--- config.mk ---
export PLATFORM = sky130hd
export DESIGN_NAME = metaspace_utf8_decoder_unit
export DESIGN_NICKNAME = d
export VERILOG_FILES = /design/src/rtl/core/msud_pkg.sv /design/src/rtl/core/msud_front.sv /design/src/rtl/core/msud_fifo.sv /design/src/rtl/core/msud_back.sv /design/src/rtl/core/metaspace_utf8_decoder_unit.sv
export SDC_FILE = /design/constraint.sdc
export NUM_CORES = 1
export LEC_CHECK = 0
export BUFFER_PORTS_ARGS = -buffer_cell sky130_fd_sc_hd__buf_2
export CAP_MARGIN = 20
export CELL_PAD_IN_SITES_DETAIL_PLACEMENT = 0
export CELL_PAD_IN_SITES_GLOBAL_PLACEMENT = 1
export CORE_MARGIN = 2
export CORE_UTILIZATION = 35
export DETAILED_ROUTE_END_ITERATION = 16
export PLACE_DENSITY = 0.56
export SYNTH_ARGS = -nofsm -noshare
export SYNTH_HDL_FRONTEND = slang
export SYNTH_SLANG_ARGS = --single-unit
--- constraint.sdc ---
create_clock -name clock -period 4 [get_ports clock]
set_input_delay 0.6 -clock clock [delete_from_list [all_inputs] [get_ports clock]]
set_output_delay 0.6 -clock clock [all_outputs]
set_load 0.1 [all_outputs]
--- src/rtl/core/msud_pkg.sv ---
// Package for the metaspace UTF-8 decoder: result descriptor type and code constants.
// No dependencies; imported by every module of the decoder.
`default_nettype none
package msud_pkg;

   localparam int CpWidth = 21;

   localparam logic [CpWidth-1:0] REPL_CP       = 21'h00FFFD;
   localparam logic [CpWidth-1:0] SPACE_MARK_CP = 21'h002581;
   localparam logic [7:0]         SPACE_BYTE    = 8'h20;

   // one entry per accepted byte that gives results:
   // count results, all REPL_CP but the last, which is last_cp
   typedef struct packed {
      logic [2:0]         count;
      logic [CpWidth-1:0] last_cp;
      logic               text_end;
   } desc_type;

   localparam int DescWidth = $bits(desc_type);

endpackage
`default_nettype wire

--- src/rtl/core/msud_front.sv ---
// Front end: csr register, UTF-8 sequence state and per-byte result descriptor.
// Depends on msud_pkg.
`default_nettype none
module msud_front (
   input  wire                 clock,
   input  wire                 reset,
   input  wire                 csr_wr_en,
   input  wire                 csr_wr_data,
   input  wire                 in_accept,
   input  wire [7:0]           in_byte,
   input  wire                 text_end,
   output logic                desc_valid,
   output msud_pkg::desc_type  desc
);
   import msud_pkg::*;

   logic                space_en_ff;
   logic [2:0]          exp_ff, exp_in;
   logic [1:0]          taken_ff, taken_in;
   logic [CpWidth-1:0]  pv_ff, pv_in;

   logic                pend, cont, lead;
   logic                sb_emit;
   logic [CpWidth-1:0]  sb_cp, sb_pv, pv_nx;
   logic [2:0]          sb_exp, taken_w;
   logic [1:0]          t_nx;
   logic [2:0]          cnt;
   logic [CpWidth-1:0]  last;

   always_comb begin
      sb_emit = 1'b0;
      sb_cp   = REPL_CP;
      sb_exp  = 3'd0;
      sb_pv   = '0;
      if (!in_byte[7]) begin
         sb_emit = 1'b1;
         sb_cp   = {13'd0, in_byte};
      end else if (in_byte[7:5] == 3'b110) begin
         sb_exp = 3'd2;
         sb_pv  = {16'd0, in_byte[4:0]};
      end else if (in_byte[7:4] == 4'b1110) begin
         sb_exp = 3'd3;
         sb_pv  = {17'd0, in_byte[3:0]};
      end else if (in_byte[7:3] == 5'b11110) begin
         sb_exp = 3'd4;
         sb_pv  = {18'd0, in_byte[2:0]};
      end else begin
         sb_emit = 1'b1;
      end
   end

   always_comb begin
      pend     = (exp_ff != 3'd0);
      cont     = (in_byte[7:6] == 2'b10);
      lead     = (sb_exp != 3'd0);
      taken_w  = {1'b0, taken_ff};
      pv_nx    = {pv_ff[CpWidth-7:0], in_byte[5:0]};
      t_nx     = taken_ff + 2'd1;
      exp_in   = exp_ff;
      taken_in = taken_ff;
      pv_in    = pv_ff;
      cnt      = 3'd0;
      last     = REPL_CP;
      if (space_en_ff && (in_byte == SPACE_BYTE)) begin
         cnt      = pend ? taken_w + 3'd1 : 3'd1;
         last     = SPACE_MARK_CP;
         exp_in   = 3'd0;
         taken_in = 2'd0;
         pv_in    = '0;
      end else if (pend && cont) begin
         if (({1'b0, t_nx} >= exp_ff) || (t_nx == 2'd0)) begin
            cnt      = 3'd1;
            last     = pv_nx;
            exp_in   = 3'd0;
            taken_in = 2'd0;
            pv_in    = '0;
         end else if (text_end) begin
            cnt      = {1'b0, t_nx};
            exp_in   = 3'd0;
            taken_in = 2'd0;
            pv_in    = '0;
         end else begin
            taken_in = t_nx;
            pv_in    = pv_nx;
         end
      end else begin
         // flush any pending bytes, then treat this byte as a new start
         cnt      = pend ? taken_w : 3'd0;
         exp_in   = 3'd0;
         taken_in = 2'd0;
         pv_in    = '0;
         if (sb_emit) begin
            cnt  = cnt + 3'd1;
            last = sb_cp;
         end else if (lead) begin
            if (text_end) begin
               cnt = cnt + 3'd1;
            end else begin
               exp_in   = sb_exp;
               taken_in = 2'd1;
               pv_in    = sb_pv;
            end
         end
      end
   end

   always_ff @(posedge clock) begin
      if (reset) begin
         space_en_ff <= 1'b1;
         exp_ff      <= 3'd0;
         taken_ff    <= 2'd0;
         pv_ff       <= '0;
      end else begin
         if (csr_wr_en) begin
            space_en_ff <= csr_wr_data;
         end
         if (in_accept) begin
            exp_ff   <= exp_in;
            taken_ff <= taken_in;
            pv_ff    <= pv_in;
         end
      end
   end

   assign desc_valid    = in_accept && (cnt != 3'd0);
   assign desc.count    = cnt;
   assign desc.last_cp  = last;
   assign desc.text_end = text_end;

endmodule
`default_nettype wire

--- src/rtl/core/msud_fifo.sv ---
// Descriptor queue between front and back ends; register-based circular buffer.
// Depends on msud_pkg.
`default_nettype none
module msud_fifo #(
   parameter int DEPTH = 4
) (
   input  wire                 clock,
   input  wire                 reset,
   input  wire                 wr_en,
   input  msud_pkg::desc_type  wr_data,
   input  wire                 rd_en,
   output msud_pkg::desc_type  rd_data,
   output logic                empty,
   output logic                full
);
   import msud_pkg::*;

   localparam int AddrW = (DEPTH > 1) ? $clog2(DEPTH) : 1;
   localparam int CntW  = $clog2(DEPTH + 1);
   localparam logic [AddrW-1:0] LastAddr = AddrW'(DEPTH - 1);
   localparam logic [CntW-1:0]  FullCnt  = CntW'(DEPTH);

   desc_type            mem_ff [DEPTH];
   logic [AddrW-1:0]    wr_ptr_ff, rd_ptr_ff;
   logic [CntW-1:0]     cnt_ff;
   logic                do_wr, do_rd;

   assign empty   = (cnt_ff == '0);
   assign full    = (cnt_ff == FullCnt);
   assign do_wr   = wr_en && !full;
   assign do_rd   = rd_en && !empty;
   assign rd_data = mem_ff[rd_ptr_ff];

   always_ff @(posedge clock) begin
      if (do_wr) begin
         mem_ff[wr_ptr_ff] <= wr_data;
      end
   end

   always_ff @(posedge clock) begin
      if (reset) begin
         wr_ptr_ff <= '0;
         rd_ptr_ff <= '0;
         cnt_ff    <= '0;
      end else begin
         if (do_wr) begin
            wr_ptr_ff <= (wr_ptr_ff == LastAddr) ? '0 : wr_ptr_ff + AddrW'(1);
         end
         if (do_rd) begin
            rd_ptr_ff <= (rd_ptr_ff == LastAddr) ? '0 : rd_ptr_ff + AddrW'(1);
         end
         if (do_wr && !do_rd) begin
            cnt_ff <= cnt_ff + CntW'(1);
         end else if (do_rd && !do_wr) begin
            cnt_ff <= cnt_ff - CntW'(1);
         end
      end
   end

endmodule
`default_nettype wire

--- src/rtl/core/msud_back.sv ---
// Back end: expands descriptors into code points in the output register, one per ready cycle.
// Depends on msud_pkg.
`default_nettype none
module msud_back (
   input  wire                 clock,
   input  wire                 reset,
   input  wire                 desc_avail,
   input  msud_pkg::desc_type  desc,
   output logic                desc_pop,
   output logic                out_valid,
   input  wire                 out_ready,
   output logic [20:0]         out_cp,
   output logic                out_run_last,
   output logic                out_text_done
);
   import msud_pkg::*;

   logic                valid_ff;
   logic [CpWidth-1:0]  cp_ff;
   logic                run_last_ff, text_done_ff;
   logic [1:0]          idx_ff, idx_in;
   logic                load, is_last;

   assign load     = desc_avail && (!valid_ff || out_ready);
   assign is_last  = ({1'b0, idx_ff} == (desc.count - 3'd1));
   assign desc_pop = load && is_last;
   assign idx_in   = is_last ? 2'd0 : idx_ff + 2'd1;

   always_ff @(posedge clock) begin
      if (reset) begin
         valid_ff <= 1'b0;
         idx_ff   <= 2'd0;
      end else begin
         if (load) begin
            valid_ff <= 1'b1;
            idx_ff   <= idx_in;
         end else if (out_ready) begin
            valid_ff <= 1'b0;
         end
      end
   end

   always_ff @(posedge clock) begin
      if (load) begin
         cp_ff        <= is_last ? desc.last_cp : REPL_CP;
         run_last_ff  <= is_last;
         text_done_ff <= is_last && desc.text_end;
      end
   end

   assign out_valid     = valid_ff;
   assign out_cp        = cp_ff;
   assign out_run_last  = run_last_ff;
   assign out_text_done = text_done_ff;

endmodule
`default_nettype wire

--- src/rtl/core/metaspace_utf8_decoder_unit.sv ---
// Top level of the metaspace UTF-8 decoder: front end, descriptor queue, back end.
// Depends on msud_pkg, msud_front, msud_fifo, msud_back.
//
// Takes one text byte per cycle while the descriptor queue has room and gives
// Unicode code points, one per cycle while the sink is ready, from a registered
// output. Each byte yields 0 to 4 code points; a byte with k results occupies
// the output for k transfers, and the QUEUE_DEPTH-entry queue absorbs these
// bursts, so input stalls only when results pile up faster than one per cycle
// or the sink stalls. A byte's first result passes through the descriptor queue
// and then the output register. With csr_wr_data high (the reset value), byte
// 0x20 becomes U+2581. Invalid or truncated sequences give one U+FFFD per byte
// taken; no overlong or surrogate checks are done.
`default_nettype none
module metaspace_utf8_decoder_unit #(
   parameter int QUEUE_DEPTH = 4
) (
   input  wire          clock,
   input  wire          reset,
   input  wire          csr_wr_en,
   input  wire          csr_wr_data,   // space_marker_enable
   input  wire          req_tvalid,
   output logic         req_tready,
   input  wire  [7:0]   req_tdata,     // [7:0] in_byte
   input  wire          req_tlast,     // text_end
   output logic         rsp_tvalid,
   input  wire          rsp_tready,
   output logic [23:0]  rsp_tdata,     // [20:0] code_point, [23:21] zero
   output logic         rsp_tlast,     // run_last
   output logic         rsp_tuser      // text_done
);
   import msud_pkg::*;

   desc_type      fr_desc, q_desc;
   logic          fr_valid, q_empty, q_full, q_pop;
   logic          in_accept;
   logic [20:0]   cp;

   assign req_tready = !q_full;
   assign in_accept  = req_tvalid && req_tready;

   msud_front u_front (
      .clock       (clock),
      .reset       (reset),
      .csr_wr_en   (csr_wr_en),
      .csr_wr_data (csr_wr_data),
      .in_accept   (in_accept),
      .in_byte     (req_tdata),
      .text_end    (req_tlast),
      .desc_valid  (fr_valid),
      .desc        (fr_desc)
   );

   msud_fifo #(.DEPTH(QUEUE_DEPTH)) u_fifo (
      .clock   (clock),
      .reset   (reset),
      .wr_en   (fr_valid),
      .wr_data (fr_desc),
      .rd_en   (q_pop),
      .rd_data (q_desc),
      .empty   (q_empty),
      .full    (q_full)
   );

   msud_back u_back (
      .clock         (clock),
      .reset         (reset),
      .desc_avail    (!q_empty),
      .desc          (q_desc),
      .desc_pop      (q_pop),
      .out_valid     (rsp_tvalid),
      .out_ready     (rsp_tready),
      .out_cp        (cp),
      .out_run_last  (rsp_tlast),
      .out_text_done (rsp_tuser)
   );

   assign rsp_tdata = {3'b000, cp};

endmodule
`default_nettype wire

Word-level counts from Yosys, hierarchy flattened --
Memory sizes are Yosys's and may differ from the RTL's. A register that Yosys moved wholly into a read port is not among the register bits. Index checks and enable logic that the tools add are counted.
Word-level totals: word-level logic and storage cells 117, memories kept 1, memory bits (writable) 100, bits of input ports 15, register bits after elaboration 54
Memories:
- u_fifo.mem_ff | words 4, width 25, rd ports 1, clocked after memory_dff 1, write ports 1, RTL line msud_fifo.sv:23 | desc_type mem_ff [DEPTH];
Operators by class: reduce and logical (&&, ||, !) cells 26, mux-type cells 58, add/sub/neg operators 9, magnitude comparators 1, equality and inequality tests 10
Operators with widths (count):
- $mux W15 | 9
- $mux W21 | 3
- $mux W3 | 21
- $mux W16 | 2
- $mux W2 | 13
- $logic_and A1 B1 Y1 | 11
- $mux W1 | 9
- $reduce_bool A3 Y1 | 3
- $add A2 B1 Y2 const B | 4
- $eq A8 B6 Y1 const B | 1
- $add A3 B1 Y3 const B | 2
- $eq A2 B2 Y1 const B | 3
- $eq A3 B3 Y1 const B | 2
- $sub A3 B1 Y3 const B | 2
- $eq A5 B5 Y1 const B | 1
- $logic_not A1 Y1 | 5
- $eq A4 B4 Y1 const B | 1
- $mux W4 | 1
- $ne A4 B3 Y1 const B | 1
- $reduce_bool A2 Y1 | 2
- $add A2 B1 Y3 const B | 1
- $eq A2 B3 Y1 | 1
- $ge A2 B3 Y1 | 1
- $logic_not A3 Y1 | 1
- other kinds (3) | 4

Logic depth before layout (Yosys ltp) --
word-level depth 17, mapped depth 14, gate-level depth less buffers 14

Hierarchy --
A second synthesis with hierarchy kept.
Unflattened totals: cell total of the unflattened synthesis 413, area total of the unflattened synthesis 6448.7 µm²
By module, submodules not included:
- msud_fifo | area an instance 4097.7 µm², cells each 181, instances 1
- msud_front | area an instance 1286.2 µm², cells each 155, instances 1
- msud_back | area an instance 1024.7 µm², cells each 70, instances 1
- metaspace_utf8_decoder_unit | area an instance 40.0 µm², cells each 7, instances 1

Least setup slack after synthesis --
OpenSTA, ideal clock, no wires.
path kind register to register, from register u_front.taken_ff[0], to register u_fifo.cnt_ff[2], stages on the path, launching flop included 14, data required time 3.930 ns, slack 0.636 ns, period minus slack after synthesis 3.364 ns, path buffers 0, setup time 0.070 ns, data arrival time 3.293 ns, cell sequence dfxtp_1 > ha_1 > ha_1 > nor2b_1 > a221o_1 > o21ai_0 > a221oi_2 > a21oi_2 > ha_1 > inv_1 > fa_1 > xor2_1 > or3_1 > a21oi_1
On the way: word-level cells in the longest chain between the ends 13
RTL lines:
- from (decl) | RTL line msud_front.sv:19 | logic [1:0] taken_ff, taken_in;
- from (signal assigned) | RTL line msud_front.sv:119 | taken_ff <= taken_in;
- $mux W2 | RTL line msud_front.sv:88 | cnt = pend ? taken_w : 3'd0;
- $add A3 B1 Y3 | RTL line msud_front.sv:93, msud_front.sv:97
- $mux W3 | RTL line msud_front.sv:96 | if (text_end) begin
- $mux W3 | RTL line msud_front.sv:95 | end else if (lead) begin
- $mux W3 | RTL line msud_front.sv:92 | if (sb_emit) begin
- $mux W3 | RTL line msud_front.sv:70 | end else if (pend && cont) begin
- $mux W3 (*) | RTL line msud_front.sv:64 | if (space_en_ff && (in_byte == SPACE_BYTE)) begin
- $reduce_bool A3 Y1 (*) | RTL line msud_front.sv:125 | assign desc_valid = in_accept && (cnt != 3'd0);
- $logic_and A1 B1 Y1 (*) | RTL line msud_front.sv:125
- $logic_and A1 B1 Y1 (*) | RTL line msud_fifo.sv:30 | assign do_wr = wr_en && !full;
- named net u_fifo.do_wr | RTL line msud_fifo.sv:26 | logic do_wr, do_rd;
- $logic_not A1 Y1 | RTL line msud_fifo.sv:54 | end else if (do_rd && !do_wr) begin
- $logic_and A1 B1 Y1 | RTL line msud_fifo.sv:54
- $reduce_bool A2 Y1 (no source line)
- to (signal assigned) | RTL line msud_fifo.sv:53 | cnt_ff <= cnt_ff + CntW'(1);
- to (signal assigned) | RTL line msud_fifo.sv:55 | cnt_ff <= cnt_ff - CntW'(1);
- to (decl) | RTL line msud_fifo.sv:25 | logic [CntW-1:0] cnt_ff;
The timed path passes the listed nets; every way through them passes the cells marked *. A chain may end at the register's enable or synchronous reset.

Worst setup path after layout --
Ends and elaborated chain as after synthesis.

==> results.tsv <==
stage	metric	value	unit
grt	initial antenna violation count	0	
drt	DRC	0	
drt	wire per inst	17.9	um
timing	setup total negative slack	0	ps
timing	crit path time final	3500	ps
cts	clock sink count	156	
logic_synthesis	FF+latch count, synth	156	
grt	global-route wire length before repair	20200	um
floorplanning	Chip Height	139	um
drt	first drt pass iteration count	4	
critical_path	WP data arrival	3850	ps
cts	hold buffer count at CTS	0	
critical_path	RR Startpoint	u_front.taken_ff[0]	
drt	Vias per Instance	4.90	
timing	RSZ-0062 raised after global routing	false	
finish	share of post-route cells with drive strength above 1	0.229	
place	HPWL Detailed	8110	um
place	Placed Area	6900	um2
logic_synthesis	YS warnings	0	
critical_path	CP Class	reg2reg	
logic_synthesis	dominant synthesized flop cell	edfxtp_1	
logic_synthesis	Mapped Area	6390	um2
timing	Setup violations, final	0	
timing	final hold vios	0	
critical_path	reg2reg end	u_fifo.cnt_ff[2]	
place	gpl congestion	0.828	
worst_hold_path	worst min-delay path class	in2reg	
cts	clock transition at the registers of the reported paths	60	ps
logic_synthesis	syn avg cell area	15.5	um2
cts	Root Buffer	clkbuf_16	
timing	Fmax	0.285	GHz
grt	vias in the first global route	3537	
critical_path	worst path required time	4350	ps
logic_synthesis	main area contributors after synthesis	edfxtp_1 58%, dfxtp_1 10%, mux4_2 8.8%	
drt	initial drt markers	177	
cts	Max clock buf depth	2	
cts	cts repair resizes	0	
logic_synthesis	EDFF count, synth	123	
critical_path	R2R depth	13	
timing	worst-margin pin slew	912	ps
finish	n_diodes	0	
floorplanning	Initial Util	0.356	
floorplanning	die width	139	um
worst_hold_path	hold path depth	3	
floorplanning	num ports	43	
grt	grt total ovfl	0	
flow_run	Max Cap Viol	0	
finish	cell area after layout	7410	um2
floorplanning	Site Rows	49	
critical_path	CP Launch Type	flop	
worst_hold_path	WHS Endpoint	u_front.space_en_ff	
worst_hold_path	HP Start	csr_wr_data	
floorplanning	Core Region	18000	um2
logic_synthesis	area share of the largest cell type after synthesis	0.578	
timing	Slew HR	0.390	
logic_synthesis	Post-Syn Instances	412	
grt	GRT Overall Usage	0.140	
grt	largest net degree at the start of global routing	33	
finish	Area growth, synth to finish	15.9	%
logic_synthesis	Synth cell types	55	
power_and_ir_drop	pwr dens	695	nW/um2
logic_synthesis	sequential element share of the synthesized area	0.681	
cts	worst-skew pair later-pin latency	420	ps
timing	clock skew	8.53	ps
cts	H-tree depth	4	
critical_path	Worst setup EP type	flop	
floorplanning	die area	19400	um2
drt	post-route ant nets	0	
cts	Post-CTS Setup Repair Bufs	0	
timing	fin crit share	0.876	
drt	Routed Wire Length	12700	um
critical_path	reg-to-reg slack, setup	500	ps
drt	via count	3475	
cts	total CTS buffers	17	
critical_path	Worst Setup SP	u_front.taken_ff[0]	
power_and_ir_drop	Leak Pwr	2.60	nW
run_status	status	completed	
cts	CTS tree	done	
timing	Slew Limit Fails	0	
power_and_ir_drop	VDD IR max	490	uV
finish	nets@finish	496	
place	number of port buffers	39	
logic_synthesis	area leader, netlist	edfxtp_1	
finish	Finished Core Util	0.413	
critical_path	CP max FO	6	
logic_synthesis	ys async rst share	0	
==> Yosys cell counts (6+ instances only) <==
cell type / count
inv_1: 14
a21oi_1: 12
clkbuf_1: 8
edfxtp_1: 123
nand2b_1: 19
mux4_2: 25
nor4_1: 6
dfxtp_1: 33
a22oi_1: 14
nor2_1: 26
and2_1: 14
ha_1: 12
nand2_1: 21
and3_1: 7
==> registers in the layout (all words and copies together), names as in the netlist, named ones only <==
signal / flops
u_fifo.mem_ff: 100
u_back.out_cp: 21
u_front.pv_ff: 15
u_fifo.cnt_ff: 3
u_front.exp_ff: 3
u_back.idx_ff: 2
u_fifo.rd_ptr_ff: 2
u_fifo.wr_ptr_ff: 2
u_front.taken_ff: 2
u_back.out_run_last: 1
u_back.out_text_done: 1
u_back.out_valid: 1
u_front.space_en_ff: 1
==> placed cells by master (no fill, tap or decap), types with 6 or more instances in the layout <==
| master | count |
|---|---|
| mux4_2 | 25 |
| nor2_1 | 26 |
| and3_1 | 7 |
| inv_1 | 14 |
| a21oi_1 | 12 |
| nor4_1 | 6 |
| buf_4 | 15 |
| and2_1 | 14 |
| a22oi_1 | 14 |
| nand2b_1 | 19 |
| dfxtp_1 | 32 |
| ha_1 | 12 |
| clkinv_1 | 6 |
| edfxtp_1 | 123 |
| buf_2 | 39 |
| clkbuf_16 | 17 |
| nand2_1 | 21 |
==> layer usage <==
| layer | vias up | GRT usage | wire (um) |
|---|---|---|---|
| li1 | 1684 | - | - |
| met1 | 1707 | 0.183 | 5870 |
| met2 | 74 | 0.222 | 5950 |
| met3 | 10 | 0.0342 | 683 |
| met4 | 0 | 0.0617 | 161 |
| met5 | - | 0 | 0 |
==> per-stage QoR <==
stage	total power [mW]	setup slack (ps)	hold slack, ps	cells
4_1_cts	5.23	509	375	709
3_3_place_gp	3.79	518	450	678
5_1_grt	5.39	271	395	709
3_5_place_dp	3.80	481	463	678
2_1_floorplan	3.48	636	441	414
6_report	5.15	496	392	709
==> report_power, final <==
part	switching, mW	internal (mW)	total [mW]
clock	0.591	0.833	1.42
sequential	0.0786	2.06	2.14
combinational	1.25	0.346	1.59
==> worst max-delay path by stage <==
stage | endpoint | slack, ps
6_report | u_fifo.cnt_ff[2] | 500
4_1_cts | u_fifo.cnt_ff[2] | 510
3_3_place_gp | u_fifo.cnt_ff[2] | 520
2_1_floorplan | u_fifo.cnt_ff[2] | 640
5_1_grt | u_fifo.cnt_ff[2] | 270
3_5_place_dp | u_fifo.cnt_ff[2] | 480
==> worst max-delay path: stages (launching register included) <==
cell	delay, ps
dfxtp_1	420
ha_1	290
ha_1	290
nor2b_1	120
a221o_1	330
o21ai_0	270
a221oi_2	150
a21oi_2	220
ha_1	210
inv_1	60
fa_1	430
xor2_1	170
or3_1	300
a21oi_1	150
==> area by class of cell <==
type / instances / area, um2
Clock buffer: 19 / 433
Inverter: 14 / 52.6
Multi-Input combinational cell: 225 / 1900
Sequential cell: 156 / 4360
Clock inverter: 12 / 81.3
Timing Repair Buffer: 54 / 308
Fill cell: 1653 / 10600
Tap cell: 229 / 287
==> cells by family (layout without fill, tap and decap cells) <==
family	after synthesis	count (layout)	share of synthesized area
other	1	3	0.000586
AND/OR/NAND/NOR	116	116	0.0986
multiplexers	30	30	0.0959
XOR/XNOR	5	5	0.00802
flip-flops	156	156	0.681
adder cells (fa/ha/maj)	13	13	0.0266
AO/OA/AOI/OAI	58	58	0.0655
buffers and inverters	33	99	0.0239
Note: power is estimated with default switching activity, not from simulation.
